### config.mk
export PLATFORM = sky130hd
export DESIGN_NAME = sliding_rank_filter
export DESIGN_NICKNAME = d
export VERILOG_FILES = /design/src/hdl/srf_pkg.sv /design/src/hdl/srf_cell.sv /design/src/hdl/srf_apb_regs.sv /design/src/hdl/sliding_rank_filter.sv
export SDC_FILE = /design/constraint.sdc
export NUM_CORES = 2
export LEC_CHECK = 0
export BUFFER_PORTS_ARGS = -buffer_cell sky130_fd_sc_hd__buf_2
export CORE_MARGIN = 5
export CORE_UTILIZATION = 64
export DETAILED_ROUTE_END_ITERATION = 6
export HOLD_SLACK_MARGIN = 0.1
export PLACE_DENSITY = 0.81
export SYNTH_ARGS = -nofsm -noshare
export SYNTH_HDL_FRONTEND = slang
export SYNTH_SLANG_ARGS = --single-unit
### constraint.sdc
create_clock -name clk -period 20.4 [get_ports clk]
set_clock_uncertainty 0.15 [all_clocks]
set_input_delay 1.02 -clock clk [delete_from_list [all_inputs] [get_ports clk]]
set_output_delay 1.02 -clock clk [all_outputs]
set_load 0.005 [all_outputs]
### src/hdl/srf_pkg.sv
// shared types and constants of the sliding rank filter
package srf_pkg;

	localparam int SAMPLE_W = 16;
	localparam int MAX_WIN  = 32;
	localparam int IDX_W    = $clog2(MAX_WIN);
	localparam int LEN_W    = 6;
	localparam int RANK_W   = 5;
	localparam int ADDR_W   = 3;
	localparam int DATA_W   = 32;

	localparam logic [LEN_W-1:0]  LEN_RESET  = LEN_W'(3);
	localparam logic [RANK_W-1:0] RANK_RESET = RANK_W'(1);

	// register index, taken from paddr[2]
	localparam logic REG_WINDOW_LENGTH = 1'b0;
	localparam logic REG_RANK          = 1'b1;

	typedef logic signed [SAMPLE_W-1:0] sample_t;

	typedef struct packed {
		logic [LEN_W-1:0]  window_length;
		logic [RANK_W-1:0] rank;
	} cfg_t;

	// value travelling around the ring with its history slot and window flag
	typedef struct packed {
		sample_t          value;
		logic [IDX_W-1:0] idx;
		logic             in_win;
	} probe_t;

	typedef struct packed {
		logic load;
		logic step;
	} cell_ctrl_t;

	typedef enum logic [1:0] {
		ST_IDLE,
		ST_RANK,
		ST_SELECT
	} state_t;

endpackage

### src/hdl/srf_cell.sv
// one history slot: holds a sample and counts the window samples ranked below it
module srf_cell (
	input  logic                            clk,
	input  logic                            arst_n,
	input  srf_pkg::cell_ctrl_t             ctrl,
	input  logic [srf_pkg::IDX_W-1:0]       cell_idx,
	input  logic [srf_pkg::LEN_W-1:0]       win_len,
	input  logic [srf_pkg::RANK_W-1:0]      sel_rank,
	input  srf_pkg::sample_t                hist_in,
	input  srf_pkg::probe_t                 probe_in,
	output srf_pkg::sample_t                hist_out,
	output srf_pkg::probe_t                 probe_out,
	output logic                            hit
);
	import srf_pkg::*;

	sample_t           hist_q;
	probe_t            probe_q;
	logic [IDX_W-1:0]  count_q;
	logic              own_in_win;
	logic              ranks_below;

	assign own_in_win = {1'b0, cell_idx} < win_len;

	// equal values are ordered by history slot, newer first
	assign ranks_below = probe_q.in_win &&
		((probe_q.value < hist_q) || ((probe_q.value == hist_q) && (probe_q.idx < cell_idx)));

	always_ff @(posedge clk or negedge arst_n) begin
		if (!arst_n) begin
			hist_q <= '0;
		end else if (ctrl.load) begin
			hist_q <= hist_in;
		end
	end

	always_ff @(posedge clk) begin
		if (ctrl.load) begin
			probe_q <= '{value: hist_in, idx: cell_idx, in_win: own_in_win};
			count_q <= '0;
		end else if (ctrl.step) begin
			probe_q <= probe_in;
			if (ranks_below) begin
				count_q <= count_q + IDX_W'(1);
			end
		end
	end

	assign hist_out  = hist_q;
	assign probe_out = probe_q;
	assign hit       = own_in_win && (count_q == sel_rank);

endmodule

### src/hdl/srf_apb_regs.sv
// configuration registers behind the apb port
module srf_apb_regs (
	input  logic                         clk,
	input  logic                         arst_n,
	input  logic                         psel,
	input  logic                         penable,
	input  logic                         pwrite,
	input  logic [srf_pkg::ADDR_W-1:0]   paddr,
	input  logic [srf_pkg::DATA_W-1:0]   pwdata,
	output logic [srf_pkg::DATA_W-1:0]   prdata,
	output logic                         pready,
	output srf_pkg::cfg_t                cfg
);
	import srf_pkg::*;

	cfg_t cfg_q;
	logic wr_en;

	assign pready = 1'b1;
	assign wr_en  = psel && penable && pwrite;

	always_ff @(posedge clk or negedge arst_n) begin
		if (!arst_n) begin
			cfg_q.window_length <= LEN_RESET;
			cfg_q.rank          <= RANK_RESET;
		end else if (wr_en) begin
			unique case (paddr[2])
				REG_WINDOW_LENGTH: cfg_q.window_length <= pwdata[LEN_W-1:0];
				REG_RANK:          cfg_q.rank          <= pwdata[RANK_W-1:0];
				default: ;
			endcase
		end
	end

	always_comb begin
		unique case (paddr[2])
			REG_WINDOW_LENGTH: prdata = {{(DATA_W-LEN_W){1'b0}}, cfg_q.window_length};
			REG_RANK:          prdata = {{(DATA_W-RANK_W){1'b0}}, cfg_q.rank};
			default:           prdata = '0;
		endcase
	end

	assign cfg = cfg_q;

endmodule

### src/hdl/sliding_rank_filter.sv
// sliding-window rank filter: top level with cell chain, control and output register
// a sample is loaded into the cell chain, ranked while the probes make a full pass
//   around the ring, then picked into the output register; no new sample is taken
//   before the select state has handed its result on to the output register
// a finished result may wait in the output register while the next sample is taken
// reset: history slots cleared to zero, window_length 3, rank 1, no result pending
module sliding_rank_filter (
	input  logic                         clk,
	input  logic                         arst_n,
	input  logic                         psel,
	input  logic                         penable,
	input  logic                         pwrite,
	input  logic [srf_pkg::ADDR_W-1:0]   paddr,
	input  logic [srf_pkg::DATA_W-1:0]   pwdata,
	output logic [srf_pkg::DATA_W-1:0]   prdata,
	output logic                         pready,
	input  logic                         in_valid,
	output logic                         in_ready,
	input  srf_pkg::sample_t             sample,
	output logic                         out_valid,
	input  logic                         out_ready,
	output srf_pkg::sample_t             filtered
);
	import srf_pkg::*;

	cfg_t             cfg;
	state_t           state_q, state_nxt;
	logic [IDX_W-1:0] step_q;
	cell_ctrl_t       cell_ctrl;
	logic             out_load;
	logic             out_valid_q;
	sample_t          filtered_q;

	logic [LEN_W-1:0]  len_eff;
	logic [RANK_W-1:0] rank_eff;

	sample_t hist   [MAX_WIN];
	probe_t  probe  [MAX_WIN];
	logic    hit    [MAX_WIN];
	sample_t picked;

	// configuration port
	srf_apb_regs u_regs (
		.clk     (clk),
		.arst_n  (arst_n),
		.psel    (psel),
		.penable (penable),
		.pwrite  (pwrite),
		.paddr   (paddr),
		.pwdata  (pwdata),
		.prdata  (prdata),
		.pready  (pready),
		.cfg     (cfg)
	);

	// effective window length: zero means one, above the store size means the store size
	always_comb begin
		if (cfg.window_length == '0) begin
			len_eff = LEN_W'(1);
		end else if (cfg.window_length > LEN_W'(MAX_WIN)) begin
			len_eff = LEN_W'(MAX_WIN);
		end else begin
			len_eff = cfg.window_length;
		end
	end

	// rank beyond the window picks the largest
	always_comb begin
		if ({1'b0, cfg.rank} >= len_eff) begin
			rank_eff = RANK_W'(len_eff - LEN_W'(1));
		end else begin
			rank_eff = cfg.rank;
		end
	end

	// cell chain: history shifts toward higher slots on a transfer,
	// probes rotate toward lower slots during the ranking pass
	for (genvar k = 0; k < MAX_WIN; k++) begin : g_cell
		sample_t hist_in;
		probe_t  probe_in;

		if (k == 0) begin : g_head
			assign hist_in = sample;
		end else begin : g_body
			assign hist_in = hist[k-1];
		end

		assign probe_in = probe[(k + 1) % MAX_WIN];

		srf_cell u_cell (
			.clk       (clk),
			.arst_n    (arst_n),
			.ctrl      (cell_ctrl),
			.cell_idx  (IDX_W'(k)),
			.win_len   (len_eff),
			.sel_rank  (rank_eff),
			.hist_in   (hist_in),
			.probe_in  (probe_in),
			.hist_out  (hist[k]),
			.probe_out (probe[k]),
			.hit       (hit[k])
		);
	end

	// exactly one window cell holds the requested rank
	always_comb begin
		picked = '0;
		for (int k = 0; k < MAX_WIN; k++) begin
			picked = picked | (hist[k] & {SAMPLE_W{hit[k]}});
		end
	end

	// next state
	always_comb begin
		state_nxt = state_q;
		unique case (state_q)
			ST_IDLE: begin
				if (in_valid) state_nxt = ST_RANK;
			end
			ST_RANK: begin
				if (step_q == IDX_W'(MAX_WIN - 1)) state_nxt = ST_SELECT;
			end
			ST_SELECT: begin
				if (!out_valid_q || out_ready) state_nxt = ST_IDLE;
			end
			default: state_nxt = ST_IDLE;
		endcase
	end

	// control outputs
	always_comb begin
		in_ready       = 1'b0;
		cell_ctrl.load = 1'b0;
		cell_ctrl.step = 1'b0;
		out_load       = 1'b0;
		unique case (state_q)
			ST_IDLE: begin
				in_ready       = 1'b1;
				cell_ctrl.load = in_valid;
			end
			ST_RANK: begin
				cell_ctrl.step = 1'b1;
			end
			ST_SELECT: begin
				out_load = !out_valid_q || out_ready;
			end
			default: ;
		endcase
	end

	always_ff @(posedge clk or negedge arst_n) begin
		if (!arst_n) begin
			state_q <= ST_IDLE;
			step_q  <= '0;
		end else begin
			state_q <= state_nxt;
			if (cell_ctrl.step) begin
				step_q <= step_q + IDX_W'(1);
			end else begin
				step_q <= '0;
			end
		end
	end

	// output register, holds until the transfer completes
	always_ff @(posedge clk or negedge arst_n) begin
		if (!arst_n) begin
			out_valid_q <= 1'b0;
		end else if (out_load) begin
			out_valid_q <= 1'b1;
		end else if (out_ready) begin
			out_valid_q <= 1'b0;
		end
	end

	always_ff @(posedge clk) begin
		if (out_load) begin
			filtered_q <= picked;
		end
	end

	assign out_valid = out_valid_q;
	assign filtered  = filtered_q;

endmodule
==> flow_metrics.py <==
metrics = {
    "run_status": {
        "outcome": "complete, but fails checks",
        "violations": "design-rule violations",
    },
    "yosys": {
        "synth_edf_count": 560,
        "synth_top_cell_by_area": "edfxtp_1",
        "yosys_warnings": 0,
        "synthSimpleGateAreaFrac_pct": 18.6,
        "synthArstFlopShare_pct": 37.6,
        "synth_commonest_cells": "2073 x nand2_1, 688 x o21ai_0, 590 x inv_1",
        "synth_area_leaders": "edfxtp_1 23%, dfrtp_1 18%, nand2_1 10%",
        "synth-compound-area-share_pct": 15.3,
        "synth.most_common_cell": "nand2_1",
        "synth_top_family_by_area": "simple AND/OR/NAND/NOR gates",
        "yosysUniqueCellTypes": 104,
        "ys.flop_type": "edfxtp_1",
        "yosysTopAreaCellShare_pct": 22.6,
        "syn_inst": 8042,
        "muxShareOfSynthArea_pct": 1.31,
        "synthesis.area_mm2": 0.0743,
        "synth_adder_area_share_pct": 9.29,
        "ys_seq_elements": 1411,
        "syn_avg_cell_area_um2": 9.24,
        "post_synth_xor_area_fraction_pct": 0.916,
        "ys_seq_area_share_pct": 49.1,
    },
    "placement": {
        "routabilityCongestion": 1.09,
        "dp_hpwl_um": 210000,
        "portBuffers": 53,
        "place_ws_ns": 13.57,
    },
    "worst_setup_path": {
        "worstSetupPathType": "reg -> reg",
        "reg2reg_depth": 15,
        "cp.arrival_ns": 7.55,
        "critPathMaxFanout": 33,
        "worst_setup_path_start_kind": "register",
        "endpoint_kind": "register",
        "ff2ff_setup_slack_ns": 13.21,
        "required_ns": 20.76,
        "rr_endpoint": "filtered[5]$_DFFE_PP_",
        "worstReg2RegStart": "u_regs.cfg[6]$_DFFE_PN1P_",
    },
    "floorplan": {
        "fp.dieArea_mm2": 0.123,
        "ios": 109,
        "rows": 125,
        "core_mm2": 0.116,
        "die_h_um": 351,
        "die_w_um": 351,
        "start_util_pct": 64.2,
    },
    "sta": {
        "hold_viol_final": 0,
        "setup_tns_ns": 0,
        "fin_ws_ns": 13.21,
        "worstMarginPinSlew_ns": 1.38,
        "setup_viol": 0,
        "period_minus_slack_ns": 7.19,
        "slew-limit-headroom_pct": 6.76,
        "fmax_mhz": 139,
        "period_share_pct": 35.3,
        "grt_setup_unrepaired": "false",
        "report.final.slew_viol_count": 0,
    },
    "clocking": {
        "cts_tree": "built",
        "clockBufferDepth": 3,
        "cts_inserted_buffers": 154,
        "h-tree-depth": 4,
        "post_cts_resized": 0,
        "cts-root-buf": "clkbuf_16",
        "clock_sinks": 1411,
        "path_clk_slew_ns": 0.06,
        "insertion_delay_ns": 0.82,
    },
    "grt": {
        "grt_pass1_vias": 61500,
        "antenna_found_initial": 23,
        "grtUsageTotal_pct": 45.6,
        "grt_pass1_wl_um": 409000,
        "grt_max_degree": 244,
        "gr-total-overflow": 0,
    },
    "power": {
        "irDropWorstVdd_mv": 0.172,
        "p_leak_nw": 37.3,
        "power_density_mw_per_mm2": 200,
        "p_total_mw": 16.2,
    },
    "min_path": {
        "min_from": "sample[5]",
        "whs_path_depth": 3,
        "hp-class": "in -> reg",
        "min_to": "g_cell[0].u_cell.hist_out[5]$_DFFE_PN0P_",
    },
    "cells_and_area": {
        "fin_util_pct": 70.2,
        "fillerInstances": 8880,
        "nets": 8602,
        "drive_above_1_share_pct": 6.37,
        "areaGrowthSynthToFinish_pct": 9.36,
    },
    "detailed_routing": {
        "via_count": 65500,
        "drc": 15,
        "vias_per_cell": 6.78,
        "drt_iter0_markers": 11400,
        "drt_pass1_iterations": 7,
        "ant_nets": 0,
        "wire_per_inst_um": 29.4,
        "drt-total-wl_um": 284000,
    },
    "run": {
        "maxCapViolations": 0,
    },
}
==> cells by family (layout without fill, tap and decap cells) <==
kind of cell / after synthesis / after routing
muxes: 95 / 95
other: 2 / 36
xor gates and xnor gates: 76 / 76
DFF: 1411 / 1411
buffers and inverters: 1006 / 1065
and+or+nand+nor: 3148 / 3148
adders and majority gates: 552 / 552
AOI/OAI and AO/OA: 1752 / 1752
==> per-stage QoR <==
| stage | hold slack, ns | instance area [µm²] | instances |
|---|---|---|---|
| after floorplan | 0.283 | 74400 | 8067 |
| after global placement | 0.293 | 76000 | 9359 |
| after detailed placement | 0.297 | 76000 | 9359 |
| after CTS | 0.254 | 81200 | 9650 |
| after global routing | 0.296 | 81300 | 9652 |
| final | 0.285 | 81300 | 9659 |
==> sequential cells by signal, indices dropped and copies added, names as in the netlist <==
signal / count
out_valid: 1
g_cell.u_cell.hist_out: 512
u_regs.cfg: 11
filtered: 16
g_cell.u_cell.probe_out: 704
step_q: 5
state_q: 2
g_cell.u_cell.count_q: 160
==> layout make-up <==
cell class | count | area (µm²) | area share (%)
Multi-Input combinational cell | 5650 | 34000 | 41.9
Clock buffer | 218 | 4430 | 5.45
Clock inverter | 72 | 832 | 1.02
Timing Repair Buffer | 181 | 1330 | 1.63
Tap cell | 1524 | 1910 | 2.35
Sequential cell | 1411 | 36500 | 44.9
Antenna cell | 9 | 22.5 | 0.0277
Inverter | 594 | 2230 | 2.74
==> layout by cell type (no fill, tap or decap), drive strengths merged, types with 40 or more instances in the layout <==
| master | instances |
|---|---|
| nand4 | 184 |
| dfxtp | 320 |
| a21oi | 270 |
| o21a | 71 |
| mux2i | 74 |
| nor2 | 179 |
| a22oi | 60 |
| nand2b | 54 |
| clkinv | 50 |
| inv | 599 |
| ha | 552 |
| edfxtp | 560 |
| dfrtp | 528 |
| xnor2 | 48 |
| a21o | 94 |
| a211oi | 61 |
| a22o | 40 |
| o211ai | 70 |
| clkbuf | 218 |
| o21ai | 692 |
| nor3 | 97 |
| nand3 | 271 |
| nor2b | 64 |
| and3 | 43 |
| o2111ai | 54 |
| nand2 | 2073 |
| buf | 180 |
==> per-layer routing <==
metal  global-route usage, %  wire length, µm  up-vias
met4                    30.8            24100       16
li1                        -                -    28300
met1                    59.9           103000    31500
met2                    63.9           116000     4733
met3                    15.8            41100      971
met5                       0              177        -
==> worst max-delay path by stage <==
stage,start,to,slack [ns],depth (start not counted)
6_report,u_regs.cfg[6]$_DFFE_PN1P_,filtered[5]$_DFFE_PP_,13.21,15
5_1_grt,u_regs.cfg[6]$_DFFE_PN1P_,filtered[5]$_DFFE_PP_,13.31,15
4_1_cts,u_regs.cfg[6]$_DFFE_PN1P_,filtered[5]$_DFFE_PP_,13.55,15
3_5_place_dp,u_regs.cfg[6]$_DFFE_PN1P_,filtered[5]$_DFFE_PP_,13.57,15
3_3_place_gp,u_regs.cfg[6]$_DFFE_PN1P_,filtered[5]$_DFFE_PP_,13.64,15
2_1_floorplan,in_valid,g_cell[0].u_cell.probe_out[0]$_DFFE_PP_,5.68,5
==> worst max-delay path, cell delays in order (launching register included) <==
cell and delay, ns:
dfstp_2 0.48, nor4_1 0.33, o21a_1 0.14, buf_4 0.43, clkinv_1 0.65, ha_1 0.41
buf_4 0.21, a211oi_1 0.48, o32a_1 0.21, buf_4 0.36, a21oi_1 0.36, a2bb2oi_1 0.29
nand3_1 0.60, o22ai_1 0.29, or4_1 0.72, or4_1 0.71
==> power breakdown <==
| group | switching [mW] | internal, mW |
|---|---|---|
| Clock | 1.24 | 1.70 |
| Combinational | 4.74 | 2.41 |
| Sequential | 1.53 | 4.60 |
| Total | 7.51 | 8.71 |
==> what timing repair did <==
item                                   CTS  global route
endpoints found under the hold margin   48             0
buffers inserted                         0             0
hold buffers                             1             0
Note: power is estimated with default switching activity, not from simulation.
